===== src/hdl/mmcv_pkg.sv =====
// Shared types and method codes for the multi-method packet check verifier.
package mmcv_pkg;

	localparam logic [15:0] CRC_INIT = 16'hFFFF;

	typedef enum logic [2:0] {
		METHOD_NONE     = 3'd0,
		METHOD_PARITY   = 3'd1,
		METHOD_XOR      = 3'd2,
		METHOD_CRC16    = 3'd3,
		METHOD_HAMMING  = 3'd4,
		METHOD_CHECKSUM = 3'd5
	} method_t;

	typedef struct packed {
		logic [7:0]  data_byte;
		logic [2:0]  opcode;
		logic [15:0] received_check;
		logic        last_byte;
	} item_t;

	typedef struct packed {
		logic [15:0] computed_check;
		logic        check_match;
	} result_t;

endpackage


===== src/hdl/mmcv_accum.sv =====
// Per-packet check accumulators and selection of the reported check value.
module mmcv_accum (
	input  logic           clk,
	input  logic           arst_n,
	input  logic           advance,
	input  mmcv_pkg::item_t beat,
	output mmcv_pkg::result_t result
);
	import mmcv_pkg::*;

	logic [15:0] crc_q;
	logic [7:0]  sum_q;
	logic [7:0]  xor_q;
	logic        parity_q;
	logic [2:0]  ham_q;
	logic [2:0]  method_q;
	logic        first_q;

	logic [15:0] crc_base, crc_next;
	logic [7:0]  sum_base, sum_next;
	logic [7:0]  xor_base, xor_next;
	logic        parity_base, parity_next;
	logic [2:0]  ham_cur, method_cur;
	logic [7:0]  crc_x;
	logic [15:0] value;
	logic [7:0]  d;

	// A pending first byte starts from the cleared values and latches method and Hamming bits.
	always_comb begin
		d           = beat.data_byte;
		crc_base    = first_q ? CRC_INIT : crc_q;
		sum_base    = first_q ? 8'd0 : sum_q;
		xor_base    = first_q ? 8'd0 : xor_q;
		parity_base = first_q ? 1'b0 : parity_q;
		method_cur  = first_q ? beat.opcode : method_q;
		ham_cur     = first_q ? {d[1] ^ d[2] ^ d[3], d[0] ^ d[2] ^ d[3], d[0] ^ d[1] ^ d[3]}
		                      : ham_q;

		// Byte-wise CCITT CRC, polynomial 0x1021.
		crc_x       = crc_base[15:8] ^ d;
		crc_x       = crc_x ^ {4'd0, crc_x[7:4]};
		crc_next    = {crc_base[7:0], 8'd0} ^ {crc_x[3:0], 12'd0} ^ {3'd0, crc_x, 5'd0}
		              ^ {8'd0, crc_x};
		sum_next    = sum_base + d;
		xor_next    = xor_base ^ d;
		parity_next = parity_base ^ (^d);
	end

	always_comb begin
		case (method_cur)
			METHOD_PARITY:   value = {15'd0, parity_next};
			METHOD_XOR:      value = {8'd0, xor_next};
			METHOD_CRC16:    value = crc_next;
			METHOD_HAMMING:  value = {13'd0, ham_cur};
			METHOD_CHECKSUM: value = {8'd0, sum_next};
			default:         value = 16'd0;
		endcase
		result.computed_check = value;
		result.check_match    = (value == beat.received_check);
	end

	always_ff @(posedge clk or negedge arst_n) begin
		if (!arst_n) begin
			crc_q    <= CRC_INIT;
			sum_q    <= 8'd0;
			xor_q    <= 8'd0;
			parity_q <= 1'b0;
			ham_q    <= 3'd0;
			method_q <= METHOD_NONE;
			first_q  <= 1'b1;
		end else if (advance) begin
			if (beat.last_byte) begin
				crc_q    <= CRC_INIT;
				sum_q    <= 8'd0;
				xor_q    <= 8'd0;
				parity_q <= 1'b0;
				ham_q    <= 3'd0;
				method_q <= METHOD_NONE;
				first_q  <= 1'b1;
			end else begin
				crc_q    <= crc_next;
				sum_q    <= sum_next;
				xor_q    <= xor_next;
				parity_q <= parity_next;
				ham_q    <= ham_cur;
				method_q <= method_cur;
				first_q  <= 1'b0;
			end
		end
	end

endmodule


===== src/hdl/multi_method_check_verifier.sv =====
// A final byte's result beat passes through the input register and then the result register.
// Throughput: one byte beat per cycle; the accumulator update is one short XOR/add step.
// Only a final byte waiting while the held result beat is stalled stops the input.
// Reset (arst_n low, asynchronous) empties both registers and restores the CRC to 0xFFFF,
// clears the other accumulators, and marks the next byte as the start of a packet.
module multi_method_check_verifier (
	input  logic              clk,
	input  logic              arst_n,
	input  logic              item_valid,
	output logic              item_stall,
	input  mmcv_pkg::item_t   item,
	output logic              result_valid,
	input  logic              result_stall,
	output mmcv_pkg::result_t result
);
	import mmcv_pkg::*;

	// Input register: holds one byte beat until the accumulators take it.
	item_t   item_s1;
	logic    valid_s1;
	logic    blocked;
	logic    advance;
	result_t next_result;

	// A non-final byte never produces a result, so it moves on even when the
	// output beat is stalled. A final byte needs the output register free.
	assign blocked    = item_s1.last_byte && result_valid && result_stall;
	assign advance    = valid_s1 && !blocked;
	assign item_stall = valid_s1 && blocked;

	always_ff @(posedge clk or negedge arst_n) begin
		if (!arst_n) begin
			valid_s1 <= 1'b0;
		end else if (!item_stall) begin
			valid_s1 <= item_valid;
		end
	end

	always_ff @(posedge clk) begin
		if (item_valid && !item_stall) begin
			item_s1 <= item;
		end
	end

	mmcv_accum u_accum (
		.clk    (clk),
		.arst_n (arst_n),
		.advance(advance),
		.beat   (item_s1),
		.result (next_result)
	);

	// Result register: loads on a final byte, otherwise drains when the
	// receiver takes the beat.
	always_ff @(posedge clk or negedge arst_n) begin
		if (!arst_n) begin
			result_valid <= 1'b0;
		end else if (advance && item_s1.last_byte) begin
			result_valid <= 1'b1;
		end else if (!result_stall) begin
			result_valid <= 1'b0;
		end
	end

	always_ff @(posedge clk) begin
		if (advance && item_s1.last_byte) begin
			result <= next_result;
		end
	end

endmodule


===== config.mk =====
export PLATFORM = sky130hd
export DESIGN_NAME = multi_method_check_verifier
export DESIGN_NICKNAME = d
export VERILOG_FILES = /design/src/hdl/mmcv_pkg.sv /design/src/hdl/mmcv_accum.sv /design/src/hdl/multi_method_check_verifier.sv
export SDC_FILE = /design/constraint.sdc
export NUM_CORES = 1
export LEC_CHECK = 0
export ABC_AREA = 1
export BUFFER_PORTS_ARGS = -buffer_cell sky130_fd_sc_hd__buf_2
export CAP_MARGIN = 20
export CORE_UTILIZATION = 59
export CTS_CLUSTER_SIZE = 14
export DETAILED_ROUTE_END_ITERATION = 12
export PLACE_DENSITY = 0.8
export SLEW_MARGIN = 10
export SYNTH_ARGS = -nofsm -noshare
export SYNTH_HDL_FRONTEND = slang
export SYNTH_SLANG_ARGS = --single-unit

===== constraint.sdc =====
create_clock -name clk -period 3.29 [get_ports clk]
set_clock_uncertainty 0.15 [all_clocks]
set_input_delay 0.329 -clock clk [delete_from_list [all_inputs] [get_ports clk]]
set_output_delay 0.329 -clock clk [all_outputs]
set_load 0.05 [all_outputs]

; ---- Yosys cells after proc, flatten, opt, wreduce, memory -nomap -nowiden
; Index checks and enable logic that the tools add are counted.
[totals]
reg_bits = 87
output_inout_bits = 19
[classes]
add_sub_neg = 1
eq_ne = 7
muxes = 16
n_bitwise = 13
reduce_logical = 9
[op_table]
columns = cell, count
row1 = $pmux 16 s5, 1
row2 = $mux 16, 2
row3 = $mux 8, 4
row4 = $eq 16x16->1, 1
row5 = $xor 16x13->16, 1
row6 = $xor 16x16->16, 1
row7 = $xor 16x8->16, 1
row8 = $xor 8x8->8, 2
row9 = $mux 3, 4
row10 = $add 8x8->8, 1
row11 = $reduce_xor 8->1, 1
row12 = $xor 8x4->8, 1
row13 = $xor 1x1->1, 7
row14 = $eq 3x2->1 const B, 2
row15 = $eq 3x3->1 const B, 2
row16 = $logic_and 1x1->1, 6
row17 = $mux 1, 5
row18 = $eq 3x1->1 const B, 1
row19 = $logic_not 1->1, 2
row20 = $ne 2x1->1 const B, 1

; ---- Longest topological paths before layout
[depth]
word_depth = 8
ltp_mapped = 20
depth_no_buf = 18

; ---- Hierarchy
; A second synthesis with hierarchy kept.
[hier_totals]
cells_unflattened = 633
hier_area_um2 = 5092.4
[by_module_without_submodules]
columns = module, instances, cells_each, area_each_um2
row1 = mmcv_accum, 1, 574, 3634.7
row2 = multi_method_check_verifier, 1, 59, 1457.6

; ---- Worst setup path after synthesis
; OpenSTA, ideal clock, no wires.
[synth_path]
kind = reg-to-reg
from = register result_valid
to = register item_s1[0] (netlist name) (enable)
setup_time_ns = 0.413
arrival_time_ns = 2.283
required_time_ns = 2.727
setup_slack_ns = 0.444
path_stages_with_launch = 6
period_less_slack_ns = 2.846
cell_sequence = dfrtp_1 > nand2_1 > inv_1 > nand2_1 > nor2_1 > nor2_1
[synth_between]
elab_chain_len = 5
[synth_lines]
columns = element, line
row1 = start: declaration, multi_method_check_verifier.sv:12  ; output logic result_valid,
row2 = start signal: assignment, multi_method_check_verifier.sv:57  ; result_valid <= 1'b0;
row3 = start signal: assignment, multi_method_check_verifier.sv:59  ; result_valid <= 1'b1;
row4 = start signal: assignment, multi_method_check_verifier.sv:61  ; result_valid <= 1'b0;
row5 = $logic_and 1x1->1 (2 in a row), multi_method_check_verifier.sv:27  ; assign blocked = item_s1.last_byte && result_valid && result_stall;
row6 = $logic_and 1x1->1, multi_method_check_verifier.sv:29  ; assign item_stall = valid_s1 && blocked;
row7 = net item_stall, multi_method_check_verifier.sv:10  ; output logic item_stall,
row8 = $logic_not 1->1, multi_method_check_verifier.sv:40  ; if (item_valid && !item_stall) begin
row9 = $logic_and 1x1->1, multi_method_check_verifier.sv:40
row10 = end signal: assignment, multi_method_check_verifier.sv:41  ; item_s1 <= item;
row11 = end: declaration, multi_method_check_verifier.sv:19  ; item_t item_s1;
; The timed path passes the listed nets, and every way through them passes these cells.
; A chain may end at the register's enable or synchronous reset.

==> impl_metrics.ini <==
[status]
status = finished, violations left
failed_checks = hold timing

[global_routing]
grt_pass1_vias = 4244
track_usage = 0.307
antenna_found_initial = 0
grt_pass1_wl_mm = 20.2
overflow = 0
grt_start_max_net_pins = 43

[sta]
finalHoldViolCount = 24
worstMarginPinSlew_ns = 0.993
drv_slew = 0
fin_tns_setup_ns = 0
finalSetupViolations = 0
max_freq_ghz = 0.349
period_share = 0.872
slew_headroom = 0.338
rsz0062_at_grt = no
min_period_ns = 2.87
whs_ns = -0.0197

[cts]
clkTransAtPathRegs_ns = 0.10
clk_latency_ns = 0.36
postCtsSetupBuffers = 0
htreeDepth = 3
clock-root-buffer = clkbuf_8
cts_tree = done
clockBufferDepth = 2
cts_buffers = 9
cts_sinks = 87

[worst_hold_path]
hold_class = in -> async

[placement]
place_congestion = 0.939
dpl_cell_area_um2 = 5320
dpl.hpwl_mm = 8.99
place.port_buffers = 50

[critical_path]
end_kind = flop
cp_max_fo = 21
criticalPathCategory = reg -> reg
max_stage_delay_ns = 0.83
worstPathArrival_ns = 2.85
crit_required_ns = 3.27
path_cells = nor2_1 -> ha_1 -> or2_2 -> nand3_1 -> nand3_1 -> nand3_1 -> nand3_1 -> nand2_1 -> nand2_1 -> nand2_1 -> nor2_1 -> nand2_1 -> nor2_1
reg2reg_depth = 13
crit_slowest_cell = dfstp_2
start_kind = flop

[die]
die_h_um = 94.1
die_x_um = 94.1
dieArea_um2 = 8850
io_pins = 51
initial_core_util = 0.609
rows = 33
core_area_um2 = 8220

[routing]
post_drt_wl_per_cell_um = 15.6
ant_nets = 0
vias = 4446
drt_iter0_markers = 398
viasPerCell = 5.48
route.detailed.drc = 0
dr.pass1.iters = 6
wirelength_mm = 12.6

[synthesis]
yosysMostFrequentCell = nand2_1
synth_cells = 623
ys_ff_latch = 87
yosysSeqAreaShare = 0.485
synthesis.area_um2 = 5000
yosysTopAreaCell = edfxtp_1
yosysWarnings = 0
async_flop_share = 0.483
ys_top_cells_by_count = 186 x nand2_1, 89 x inv_1, 60 x nand3_1
syn-num-nets = 663
synth-main-ff-cell = edfxtp_1
avgSynthCellArea_um2 = 8.03
synth.distinct_cells = 33
synth.area.top_cells = edfxtp_1 27%, nand2_1 14%, dfrtp_1 13%
synth_edf_count = 45
synthDominantCellAreaShare = 0.270

[final_layout]
final_area_um2 = 5830
antenna_cells = 0
drive_above_1_share = 0.184
nets = 741
fill_cells = 641
syn2layout_area_growth_pct = 16.6

[power_and_ir_drop]
ir_drop_mv = 0.283
leakage_nw = 2.88
powerDensity_nw_per_um2 = 515

[job]
maxCapViolCount = 0
final timing paths:
kind / from / to / slack (ns)
worst max-delay path: u_accum.first_q / result[0] / 0.42
worst min-delay path: arst_n / u_accum.xor_q[3] / -0.02
worst max register to register: u_accum.first_q / result[0] / 0.42
worst min register to register: u_accum.xor_q[7] / u_accum.xor_q[7] / 0.35
max in group asynchronous: arst_n / u_accum.sum_q[7] / 2.39
min in group clk: item_valid / valid_s1 / 0.05
logic make-up (layout without fill, tap and decap cells):
logic type | count (synthesis) | in the layout | synth area share
flops | 87 | 87 | 0.485
buf+inv | 114 | 197 | 0.0936
simple gates | 337 | 337 | 0.298
fa+ha+maj | 8 | 8 | 0.0215
compound gates | 57 | 57 | 0.0640
xor+xnor | 20 | 20 | 0.0380
state kept, by name (all words and copies together) (netlist names):
name              count
u_accum.xor_q         8
valid_s1              1
item_s1              28
result               17
u_accum.first_q       1
u_accum.parity_q      1
result_valid          1
u_accum.ham_q         3
u_accum.method_q      3
u_accum.crc_q        16
u_accum.sum_q         8
final cells by class:
type,instances,area [µm²],area share
inverters,98,368,0.0631
clock inverters,6,81.3,0.0139
clock buffers,10,149,0.0255
flip-flops and latches,87,2420,0.415
multi-input cells,422,2110,0.362
repair buffers,83,568,0.0974
well taps,105,131,0.0225
placed cells by master (no fill, tap or decap), types with 17 or more instances in the layout:
master / synthesis / layout
nand2_1: 186 / 186
inv_1: 89 / 89
nand3_1: 60 / 60
buf_2: 5 / 50
nor2_1: 47 / 46
edfxtp_1: 45 / 45
o21ai_0: 30 / 30
dlygate4sd3_1: 0 / 28
dfrtp_1: 25 / 25
dfstp_2: 17 / 17
timing repair:
item	4_1_cts	5_1_grt
endpoints found under the hold margin	26	2
gates resized for setup	0	0
hold buffers	26	2
metal layers:
| metal | part of all wire | track usage |
|---|---|---|
| met1 | 0.40 | 0.380 |
| met2 | 0.48 | 0.507 |
| met3 | 0.076 | 0.0583 |
| met4 | 0.041 | 0.162 |
| met5 | 0 | 0 |
stage by stage:
stage | std cells | hold slack [ns] | util | setup WS [ns] | total power [mW]
floorplan | 623 | -0.117 | - | 0.444 | 1.95
global placement | 767 | 0.318 | 0.648 | 0.572 | 2.11
detailed placement | 767 | 0.329 | 0.648 | 0.449 | 2.14
CTS | 809 | 0.000504 | 0.707 | 0.445 | 2.99
global route | 811 | 0.0395 | 0.710 | 0.215 | 3.15
finish | 811 | -0.0197 | 0.710 | 0.422 | 3.00
critical path, delay by kind of cell, from the launching register on:
| kind | cells | cell delay [ns] |
|---|---|---|
| flops | 1 | 0.83 |
| simple gates | 12 | 1.31 |
| fa+ha+maj | 1 | 0.36 |
power by group:
| part | total, mW | internal, mW | switching, mW |
|---|---|---|---|
| Sequential | 1.39 | 1.31 | 0.0889 |
| Clock | 0.839 | 0.413 | 0.426 |
| Combinational | 0.768 | 0.251 | 0.517 |
Note: power is estimated with default switching activity, not from simulation.
